[src/sv/gbn_pkg.sv]
package gbn_pkg;

  // Sequence space and payload widths
  localparam int unsigned SEQ_MAX     = 7;
  localparam int unsigned SEQ_W       = 3;
  localparam int unsigned BYTE_W      = 8;
  localparam int unsigned STORE_DEPTH = SEQ_MAX + 1;

  typedef logic [SEQ_W-1:0]  seq_t;
  typedef logic [BYTE_W-1:0] byte_t;

  // Event codes on req_type
  typedef enum logic [1:0] {
    REQ_NEW_PACKET = 2'd0,
    REQ_FRAME      = 2'd1,
    REQ_CSUM_ERR   = 2'd2,
    REQ_TIMEOUT    = 2'd3
  } req_e;

  // Controller states
  typedef enum logic {
    ST_IDLE,
    ST_RESEND
  } state_e;

  // Controller to datapath commands
  typedef struct packed {
    logic take_single;  // one-result event, update state and load result
    logic start_resend; // timeout with frames outstanding, load resend pointer
    logic resend_step;  // send one stored frame
  } cmd_t;

  // Datapath to controller status
  typedef struct packed {
    logic resend_needed; // frames outstanding
    logic resend_last;   // current resend slot is the final one
  } stat_t;

  // Advance a sequence number modulo SEQ_MAX+1
  function automatic seq_t seq_inc(input seq_t k);
    seq_inc = (k < seq_t'(SEQ_MAX)) ? seq_t'(k + seq_t'(1)) : seq_t'(0);
  endfunction

  // True when a <= b < c circularly
  function automatic logic in_window(input seq_t a, input seq_t b, input seq_t c);
    in_window = ((a <= b) && (b < c)) || ((c < a) && (a <= b)) || ((b < c) && (c < a));
  endfunction

endpackage

[src/sv/go_back_n_window_engine_top.sv]
// Channel   Transaction                    Signals
// ------------------------------------------------------------------------------
// event in  start high while busy low      req_type_i packet_byte_i rx_seq_i
//                                          rx_ack_i rx_byte_i
// result    result_valid_o for one cycle   tx_* deliver_* accept_new_o last_o
//
// A new packet, a frame arrival or a checksum error gives a single result, which
// strobes in the cycle after the event is taken, and busy stays low.
// A timeout with N frames outstanding gives N results: busy is high while the
// resend sequencer reads one frame per cycle from the send buffer's single read
// port; each result is registered from its read.
// Reset (rst_ni low) clears the window pointers and counters at once; the send
// buffer is not cleared. The receiver cannot stall, so results never back up.
module go_back_n_window_engine_top (
  input  logic       clk_i,
  input  logic       rst_ni,
  input  logic       start,
  output logic       busy,
  input  logic [1:0] req_type_i,
  input  logic [7:0] packet_byte_i,
  input  logic [2:0] rx_seq_i,
  input  logic [2:0] rx_ack_i,
  input  logic [7:0] rx_byte_i,
  output logic       result_valid_o,
  output logic       tx_valid_o,
  output logic [2:0] tx_seq_o,
  output logic [2:0] tx_ack_o,
  output logic [7:0] tx_byte_o,
  output logic       deliver_valid_o,
  output logic [7:0] deliver_byte_o,
  output logic       accept_new_o,
  output logic       last_o
);
  import gbn_pkg::*;

  cmd_t  cmd;
  stat_t stat;

  // Sequence events and resend runs
  gbn_ctrl u_ctrl (
    .clk_i      (clk_i),
    .rst_ni     (rst_ni),
    .start      (start),
    .req_type_i (req_type_i),
    .stat_i     (stat),
    .cmd_o      (cmd),
    .busy       (busy)
  );

  // Window state, send buffer and result registers
  gbn_datapath u_datapath (
    .clk_i           (clk_i),
    .rst_ni          (rst_ni),
    .cmd_i           (cmd),
    .stat_o          (stat),
    .req_type_i      (req_type_i),
    .packet_byte_i   (packet_byte_i),
    .rx_seq_i        (rx_seq_i),
    .rx_ack_i        (rx_ack_i),
    .rx_byte_i       (rx_byte_i),
    .result_valid_o  (result_valid_o),
    .tx_valid_o      (tx_valid_o),
    .tx_seq_o        (tx_seq_o),
    .tx_ack_o        (tx_ack_o),
    .tx_byte_o       (tx_byte_o),
    .deliver_valid_o (deliver_valid_o),
    .deliver_byte_o  (deliver_byte_o),
    .accept_new_o    (accept_new_o),
    .last_o          (last_o)
  );

endmodule

[src/sv/gbn_ctrl.sv]
module gbn_ctrl (
  input  logic           clk_i,
  input  logic           rst_ni,
  input  logic           start,
  input  logic [1:0]     req_type_i,
  input  gbn_pkg::stat_t stat_i,
  output gbn_pkg::cmd_t  cmd_o,
  output logic           busy
);
  import gbn_pkg::*;

  state_e state_q, state_d;

  // State register
  always_ff @(posedge clk_i or negedge rst_ni) begin
    if (!rst_ni) begin
      state_q <= ST_IDLE;
    end else begin
      state_q <= state_d;
    end
  end

  // Next state and commands
  always_comb begin
    logic take;
    logic is_timeout;
    take       = start && (state_q == ST_IDLE);
    is_timeout = (req_e'(req_type_i) == REQ_TIMEOUT);
    state_d    = state_q;
    cmd_o      = '0;
    busy       = 1'b0;
    unique case (state_q)
      ST_IDLE: begin
        if (take) begin
          if (is_timeout && stat_i.resend_needed) begin
            cmd_o.start_resend = 1'b1;
            state_d            = ST_RESEND;
          end else begin
            cmd_o.take_single = 1'b1;
          end
        end
      end
      ST_RESEND: begin
        busy              = 1'b1;
        cmd_o.resend_step = 1'b1;
        if (stat_i.resend_last) begin
          state_d = ST_IDLE;
        end
      end
      default: begin
        state_d = ST_IDLE;
      end
    endcase
  end

endmodule

[src/sv/gbn_datapath.sv]
module gbn_datapath (
  input  logic           clk_i,
  input  logic           rst_ni,
  input  gbn_pkg::cmd_t  cmd_i,
  output gbn_pkg::stat_t stat_o,
  input  logic [1:0]     req_type_i,
  input  logic [7:0]     packet_byte_i,
  input  logic [2:0]     rx_seq_i,
  input  logic [2:0]     rx_ack_i,
  input  logic [7:0]     rx_byte_i,
  output logic           result_valid_o,
  output logic           tx_valid_o,
  output logic [2:0]     tx_seq_o,
  output logic [2:0]     tx_ack_o,
  output logic [7:0]     tx_byte_o,
  output logic           deliver_valid_o,
  output logic [7:0]     deliver_byte_o,
  output logic           accept_new_o,
  output logic           last_o
);
  import gbn_pkg::*;

  // Protocol state
  seq_t nts_q, nts_d;
  seq_t oldest_q, oldest_d;
  seq_t exp_q, exp_d;
  seq_t count_q, count_d;
  seq_t rptr_q, rptr_d;
  seq_t remain_q, remain_d;

  // Send buffer
  byte_t store_mem [STORE_DEPTH];
  logic  store_we;

  // Result registers
  logic  result_valid_q;
  logic  tx_valid_q, tx_valid_d;
  seq_t  tx_seq_q, tx_seq_d;
  seq_t  tx_ack_q, tx_ack_d;
  byte_t tx_byte_q, tx_byte_d;
  logic  dlv_valid_q, dlv_valid_d;
  byte_t dlv_byte_q, dlv_byte_d;
  logic  accept_q, accept_d;
  logic  last_q, last_d;

  seq_t ack_out;

  assign ack_out = (exp_q == seq_t'(0)) ? seq_t'(SEQ_MAX) : seq_t'(exp_q - seq_t'(1));

  assign stat_o.resend_needed = (count_q != seq_t'(0));
  assign stat_o.resend_last   = (remain_q == seq_t'(1));

  // Decode the event and compute state updates and the result
  always_comb begin
    seq_t span;
    span        = seq_t'(rx_ack_i - oldest_q);
    nts_d       = nts_q;
    oldest_d    = oldest_q;
    exp_d       = exp_q;
    count_d     = count_q;
    rptr_d      = rptr_q;
    remain_d    = remain_q;
    store_we    = 1'b0;
    tx_valid_d  = 1'b0;
    tx_seq_d    = '0;
    tx_ack_d    = '0;
    tx_byte_d   = '0;
    dlv_valid_d = 1'b0;
    dlv_byte_d  = '0;
    last_d      = 1'b1;

    if (cmd_i.take_single) begin
      case (req_e'(req_type_i))
        REQ_NEW_PACKET: begin
          if (count_q < seq_t'(SEQ_MAX)) begin
            store_we   = 1'b1;
            tx_valid_d = 1'b1;
            tx_seq_d   = nts_q;
            tx_ack_d   = ack_out;
            tx_byte_d  = packet_byte_i;
            nts_d      = seq_inc(nts_q);
            count_d    = seq_t'(count_q + seq_t'(1));
          end
        end
        REQ_FRAME: begin
          if (rx_seq_i == exp_q) begin
            dlv_valid_d = 1'b1;
            dlv_byte_d  = rx_byte_i;
            exp_d       = seq_inc(exp_q);
          end
          // free every frame up to and including the acked one
          if ((count_q != seq_t'(0)) && in_window(oldest_q, rx_ack_i, nts_q)) begin
            oldest_d = seq_inc(rx_ack_i);
            count_d  = seq_t'(count_q - span - seq_t'(1));
          end
        end
        default: begin
        end
      endcase
    end

    if (cmd_i.start_resend) begin
      rptr_d   = oldest_q;
      remain_d = count_q;
    end

    if (cmd_i.resend_step) begin
      tx_valid_d = 1'b1;
      tx_seq_d   = rptr_q;
      tx_ack_d   = ack_out;
      last_d     = (remain_q == seq_t'(1));
      rptr_d     = seq_inc(rptr_q);
      remain_d   = seq_t'(remain_q - seq_t'(1));
    end

    accept_d = (count_d < seq_t'(SEQ_MAX));
  end

  // Control and protocol state
  always_ff @(posedge clk_i or negedge rst_ni) begin
    if (!rst_ni) begin
      nts_q          <= '0;
      oldest_q       <= '0;
      exp_q          <= '0;
      count_q        <= '0;
      rptr_q         <= '0;
      remain_q       <= '0;
      result_valid_q <= 1'b0;
    end else begin
      nts_q          <= nts_d;
      oldest_q       <= oldest_d;
      exp_q          <= exp_d;
      count_q        <= count_d;
      rptr_q         <= rptr_d;
      remain_q       <= remain_d;
      result_valid_q <= cmd_i.take_single || cmd_i.resend_step;
    end
  end

  // Write the send buffer on a new packet
  always_ff @(posedge clk_i) begin
    if (store_we) begin
      store_mem[nts_q] <= packet_byte_i;
    end
  end

  // Load result payload; a resent byte comes straight from the buffer read
  always_ff @(posedge clk_i) begin
    if (cmd_i.resend_step) begin
      tx_byte_q <= store_mem[rptr_q];
    end else if (cmd_i.take_single) begin
      tx_byte_q <= tx_byte_d;
    end
    if (cmd_i.take_single || cmd_i.resend_step) begin
      tx_valid_q  <= tx_valid_d;
      tx_seq_q    <= tx_seq_d;
      tx_ack_q    <= tx_ack_d;
      dlv_valid_q <= dlv_valid_d;
      dlv_byte_q  <= dlv_byte_d;
      accept_q    <= accept_d;
      last_q      <= last_d;
    end
  end

  assign result_valid_o  = result_valid_q;
  assign tx_valid_o      = tx_valid_q;
  assign tx_seq_o        = tx_seq_q;
  assign tx_ack_o        = tx_ack_q;
  assign tx_byte_o       = tx_byte_q;
  assign deliver_valid_o = dlv_valid_q;
  assign deliver_byte_o  = dlv_byte_q;
  assign accept_new_o    = accept_q;
  assign last_o          = last_q;

endmodule

[config.mk]
export PLATFORM = sky130hd
export DESIGN_NAME = go_back_n_window_engine_top
export DESIGN_NICKNAME = d
export VERILOG_FILES = /design/src/sv/gbn_pkg.sv /design/src/sv/go_back_n_window_engine_top.sv /design/src/sv/gbn_ctrl.sv /design/src/sv/gbn_datapath.sv
export SDC_FILE = /design/constraint.sdc
export NUM_CORES = 1
export LEC_CHECK = 0
export ABC_AREA = 1
export BUFFER_PORTS_ARGS = -buffer_cell sky130_fd_sc_hd__buf_2
export CAP_MARGIN = 20
export CORE_ASPECT_RATIO = 0.75
export CORE_MARGIN = 2
export CORE_UTILIZATION = 25
export DETAILED_ROUTE_END_ITERATION = 8
export PLACE_DENSITY_LB_ADDON = 0.15
export SLEW_MARGIN = 20
export SYNTH_ARGS = -nofsm -noshare
export SYNTH_HDL_FRONTEND = slang
export SYNTH_HIERARCHICAL = 1
export SYNTH_SLANG_ARGS = --single-unit
export TNS_END_PERCENT = 20
[constraint.sdc]
create_clock -name clk_i -period 2.8 [get_ports clk_i]
set_input_delay 0.14 -clock clk_i [delete_from_list [all_inputs] [get_ports clk_i]]
set_output_delay 0.14 -clock clk_i [all_outputs]
set_load 0.03 [all_outputs]
Word level (Yosys, flattened, before mapping). Memories as Yosys holds them, arrays and structs flattened. Cells that the tools add are included. W data, S select, Z words.

Flip-flop bits (word level): 46. Bits in writable memories: 64. Output and inout port bits: 28. Word-level logic and storage cells: 98. Memories kept: 1.

Memory list: u_datapath.store_mem (words 8, width 8, rd ports 1, clocked after Yosys merged registers in 0, write ports 1, RTL line gbn_datapath.sv:32) `byte_t store_mem [STORE_DEPTH];`.

Add/subtract/negate cells: 10. Order comparisons: 9. Equal/unequal tests: 4. Multiplexer cells: 39. Bitwise operators: 1. Reductions and logical operators: 18.

Operator list (count): $mux W3 (20); $mux W8 (4); $lt A3 B3 Y1 const B (6); $add A3 B1 Y3 const B (5); $mux W1 (11); $reduce_and A3 Y1 (3); $sub A3 B1 Y3 const B (3); $logic_and A1 B1 Y1 (6); $lt A3 B3 Y1 (2); $pmux W3 S2 (1); $sub A3 B3 Y3 (2); $mux W2 (2); $reduce_bool A2 Y1 (2); $eq A3 B1 Y1 const B (1); $eq A3 B3 Y1 (1); $le A3 B3 Y1 (1); $logic_not A3 Y1 (1); $logic_or A1 B1 Y1 (3); $reduce_bool A3 Y1 (1); $eq A2 B1 Y1 const B (1); $eq A2 B2 Y1 const B (1); $logic_not A2 Y1 (1); $pmux W1 S2 (1); $reduce_and A2 Y1 (1); $not A1 Y1 (1).

Depth between registers and ports, before layout.
Word-level depth: 9. Gate-level depth with buffers: 14.

Hierarchy. The synthesis kept the hierarchy.

Modules (own cells, without submodules): gbn_datapath (instances 1, cells each 455, area each 4999.8 um2); gbn_ctrl (instances 1, cells each 11, area each 72.6 um2).

Worst setup path after synthesis. Ideal clock, no wire load.

Path type: register -> register. Start: register u_datapath.count_q[0]. End: memory u_datapath/store_mem[3][0] (netlist name) (enable). Library setup time: 0.383 ns. Arrival: 2.182 ns. Path slack: 0.234 ns. Cell stages (with the launch flop): 11. Path buffers: 0. Period minus slack after synthesis: 2.566 ns. Path through: dfrtp_1 inv_1 ha_1 nand2_2 nand3_1 nand3_1 inv_1 inv_1 nor3_4 nand2_1 nor3_1.

RTL lines: from (decl) (RTL line gbn_datapath.sv:27) `seq_t count_q, count_d;`; from (signal assigned) (RTL line gbn_datapath.sv:133) `count_q <= count_d;`; to (decl) (RTL line gbn_datapath.sv:32).

==> impl.org <==
** Routing
- Max Used Layer :: met4
- After detailed routing, the wire length on met1 is 6617 um.
- Post-DRT Antenna Nets :: 0
- After detailed routing, the average wire length per cell comes to 16.26 um.
- Summed over all nets, wire length on met2 after detailed routing comes to 5346 um.
- Detailed route wirelength on metal3 :: 873 um
- After detailed routing, the number of remaining DRC violations is 0.
- In the routed layout, each cell is associated on average with a via count of 4.414.
- Number of vias after detailed routing :: 3522
- After the first detailed-routing iteration, the DRC count stood at 255.
- Total length of routed wires :: 12970 um
- The first TritonRoute pass finished after 4 iterations.

** Logic synthesis
- Count of flip-flops with a built-in enable after synthesis :: 90
- sky130_fd_sc_hd__edfxtp_1 takes more of the synthesized area than any other cell.
- The most common cell in the synthesized netlist is sky130_fd_sc_hd__edfxtp_1.
- Share of the synthesized area in the top cell type :: 53.28%
- Ranking of synthesized cells by area :: sky130_fd_sc_hd__edfxtp_1, sky130_fd_sc_hd__dfrtp_1, sky130_fd_sc_hd__nand2_1, sky130_fd_sc_hd__ha_1, sky130_fd_sc_hd__nor2_1
- Main synth FF type :: sky130_fd_sc_hd__edfxtp_1
- Synth cell types :: 38
- After synthesis, flip-flops and latches occupy 63.15% of the total area.
- Synthesis warning total :: 6
- A synthesized cell averages 10.88 um^2.
- In the synthesized netlist, the number of instances is 466.
- The number of nets handed over by synthesis was 514.
- Sorting the synthesized cells by how often they occur yields sky130_fd_sc_hd__edfxtp_1, sky130_fd_sc_hd__nand2_1, sky130_fd_sc_hd__nor2_1.
- FF+latch count, synth :: 110
- The synthesized netlist occupies a cell area of 5072 um^2.
- After synthesis, the share of flip-flops with an asynchronous set or reset is 18.18%.

** CTS
- The clock drives 110 sinks.
- CTS tree :: built
- Clock-pin slew was measured on the worst setup and hold paths at 70 ps.
- CTS HTree Levels :: 3
- The tree is rooted in a sky130_fd_sc_hd__clkbuf_16.
- Buffers inserted by post-CTS timing repair :: 0
- Counting the buffers created by CTS gives 9.
- The clock passes through at most 2 buffers.
- The later pin in the worst-skew pair is clocked with a latency of 360 ps.

** GRT
- The first global-routing pass estimated 20180 um of wire.
- The via count of the first global-routing pass was 3387.
- Entering global routing, the biggest net connects 37 pins.
- Number of antenna violations at the first check in global routing :: 0
- Global routing used 12.60% of the available tracks.
- After global routing the overflow that remains totals 0.

** Min path
- The worst hold path belongs to the class input port to flip-flop.

** Floorplan
- Overall die area :: 21460 um^2
- Die width :: 168.5 um
- IO Count :: 55
- Total number of placement rows :: 45
- The die is 127.4 um tall.
- Area inside the core boundary :: 20040 um^2
- Initial cell density of the core :: 25.31%

** Place
- Summing all placed instances gives a cell area of 5719 um^2.
- Detailed placement ended at an HPWL of 9318 um.
- OpenSTA, run right after detailed placement, puts the worst setup slack at 335.2 ps.
- The count of buffers added on input and output ports is 54.
- At the end of routability-driven placement, the weighted congestion stood at 0.8092.

** Final layout
- Fraction of final layout cells sized beyond drive strength 1 :: 20.19%
- Area growth from synthesis to final layout :: 18.55%
- Diode count :: 0
- Final-stage net count :: 583
- After routing the design area is 6013 um^2.

** Timing
- Hold is met by 64.56 ps.
- Upper clock frequency limit :: 0.4051 GHz
- Accumulated negative setup slack :: 0 ps
- The total count of hold-check failures in the final report is 0.
- Setup violations remaining at the end of the flow were counted as 0.
- In the post-route analysis, the smallest setup slack over all paths is 331.2 ps.
- Setup repair after global routing left no endpoint under its margin.
- Pin slew with the least headroom to its limit :: 811.5 ps
- Worst-case headroom to the max-slew limit :: 45.60%
- On the final layout, the worst clock skew is 10.56 ps.
- Final critical-path share of the clock period :: 88.17%
- Fin. max-slew vios :: 0
- After layout, the minimum clock period comes to 2469 ps.

** Pwr
- Across the VDD grid, the largest voltage drop is 0.0004016 V.
- The analysis attributes to cell leakage a power of 2.468 nW.
- Total power density per cell area :: 1040 nW/um^2

** Critical path
- Data required time at the worst endpoint :: 2800 ps
- Worst-case register-to-register setup slack :: 330 ps
- Following the worst setup path forward leads to its endpoint at u_datapath/store_mem[7][6].
- Cell depth of the worst flop-to-flop path :: 10
- In this run the critical register-to-register path is launched from u_datapath/count_q[0].
- The worst setup path is launched from a flip-flop.
- Along the worst path, the maximum fanout reaches 9.
- For the worst setup path, the data arrival time is 2470 ps.
- Setup CP Type :: flip-flop to flip-flop
- Reg-to-Reg End :: u_datapath/store_mem[7][6]
- Crit end category :: flip-flop
- CP startpoint :: u_datapath/count_q[0]

** Job
- Max-cap violations :: 0

** Status
- Run status :: complete, no violations
sequential cells by signal, summed over array words and instances, names as in the netlist:
register and flops:
u_datapath/oldest_q 3, u_datapath/nts_q 3, u_datapath/accept_new_o 1, u_datapath/remain_q 3, u_datapath/count_q 3, u_ctrl/state_q 1, u_datapath/rptr_q 3, u_datapath/tx_byte_o 8
u_datapath/exp_q 3, u_datapath/deliver_valid_o 1, u_datapath/deliver_byte_o 8, u_datapath/store_mem 64, u_datapath/tx_seq_o 3, u_datapath/result_valid_o 1, u_datapath/last_o 1, u_datapath/tx_valid_o 1
u_datapath/tx_ack_o 3
cell families after synthesis:
kind of cell               count (synthesis)  share of synthesized area [%]
AOI/OAI and AO/OA                         82                          9.571
xor gates and xnor gates                   8                          1.381
DFF                                      110                          63.15
and+or+nand+nor                          177                          15.12
buffers and inverters                     68                          5.303
adders and majority gates                 21                          5.476
worst min-delay path by stage:
stage	start	end	slack, ps	cells after the start
6_report	start	u_ctrl/state_q	60	3
5_1_grt	rx_byte_i[5]	u_datapath/deliver_byte_o[5]	60	3
4_1_cts	start	u_ctrl/state_q	50	3
3_5_place_dp	rst_ni	u_datapath/remain_q[1]	160	1
3_3_place_gp	rst_ni	u_datapath/exp_q[1]	160	1
2_1_floorplan	rst_ni	u_ctrl/state_q	-160	0
layout make-up:
cell class,count,area [um^2]
Tap cell,258,322.8
Clock buffer,10,239.0
Clock inverter,6,45.04
Sequential cell,110,3203
Inverter,56,210.2
Fill cell,2082,14030
Timing Repair Buffer,70,392.9
Multi-Input combinational cell,288,1600
power breakdown:
| part | switching (mW) | leakage [nW] | internal (mW) |
|---|---|---|---|
| clock | 0.605 | 0.138 | 0.635 |
| combinational | 1.83 | 1.26 | 0.811 |
| sequential | 0.195 | 1.07 | 2.18 |
per-layer routing:
metal / global-route usage, % / vias to the layer above
li1: - / 1725
met1: 18.61 / 1687
met2: 18.03 / 98
met3: 3.686 / 12
met4: 3.195 / 0
met5: 0 / -
per-stage QoR:
step	std cells	power (mW)	utilization [%]
after global routing	798	6.730	30.00
after CTS	798	6.326	30.00
after floorplan	466	4.258	-
after detailed placement	781	5.057	28.53
final	798	6.255	30.00
after global placement	781	5.084	28.53
worst max-delay path, stage by stage, from the launching register on:
cell                      delay [ps]
sky130_fd_sc_hd__dfrtp_1         410
sky130_fd_sc_hd__inv_1           170
sky130_fd_sc_hd__ha_1            190
sky130_fd_sc_hd__nand2_2          60
sky130_fd_sc_hd__nand3_1         130
sky130_fd_sc_hd__nand3_1          90
sky130_fd_sc_hd__inv_1           140
sky130_fd_sc_hd__inv_1           120
sky130_fd_sc_hd__nor3_4          230
sky130_fd_sc_hd__nand2_1         170
sky130_fd_sc_hd__nor2_2          410
placed cells by master, fill, tap and decap left out, types with 2 or more instances in the layout:
cell type	synthesis	layout
sky130_fd_sc_hd__nor2_4	2	2
sky130_fd_sc_hd__nand2_4	2	2
sky130_fd_sc_hd__nand2_2	7	7
sky130_fd_sc_hd__edfxtp_1	90	90
sky130_fd_sc_hd__o22ai_1	17	17
sky130_fd_sc_hd__nand3_1	16	16
sky130_fd_sc_hd__xor2_1	6	6
sky130_fd_sc_hd__inv_2	6	6
sky130_fd_sc_hd__nor3_1	2	2
sky130_fd_sc_hd__dfrtp_1	20	20
sky130_fd_sc_hd__buf_4	1	15
sky130_fd_sc_hd__fa_1	2	2
sky130_fd_sc_hd__nor2_2	4	4
sky130_fd_sc_hd__ha_1	19	19
sky130_fd_sc_hd__o221ai_1	3	3
sky130_fd_sc_hd__nor2_1	61	61
sky130_fd_sc_hd__buf_2	2	54
sky130_fd_sc_hd__xnor2_1	2	2
sky130_fd_sc_hd__a21oi_1	6	6
sky130_fd_sc_hd__inv_1	49	49
sky130_fd_sc_hd__o21ai_1	3	3
sky130_fd_sc_hd__nand2_1	80	80
sky130_fd_sc_hd__clkinv_1	1	2
sky130_fd_sc_hd__clkbuf_16	0	9
sky130_fd_sc_hd__o21ai_0	45	45
repair_timing:
item,4_1_cts,5_1_grt
resized for setup,0,0
endpoints found under the hold margin,20,0
hold buffers,1,0
Note: power is estimated with default switching activity, not from simulation.
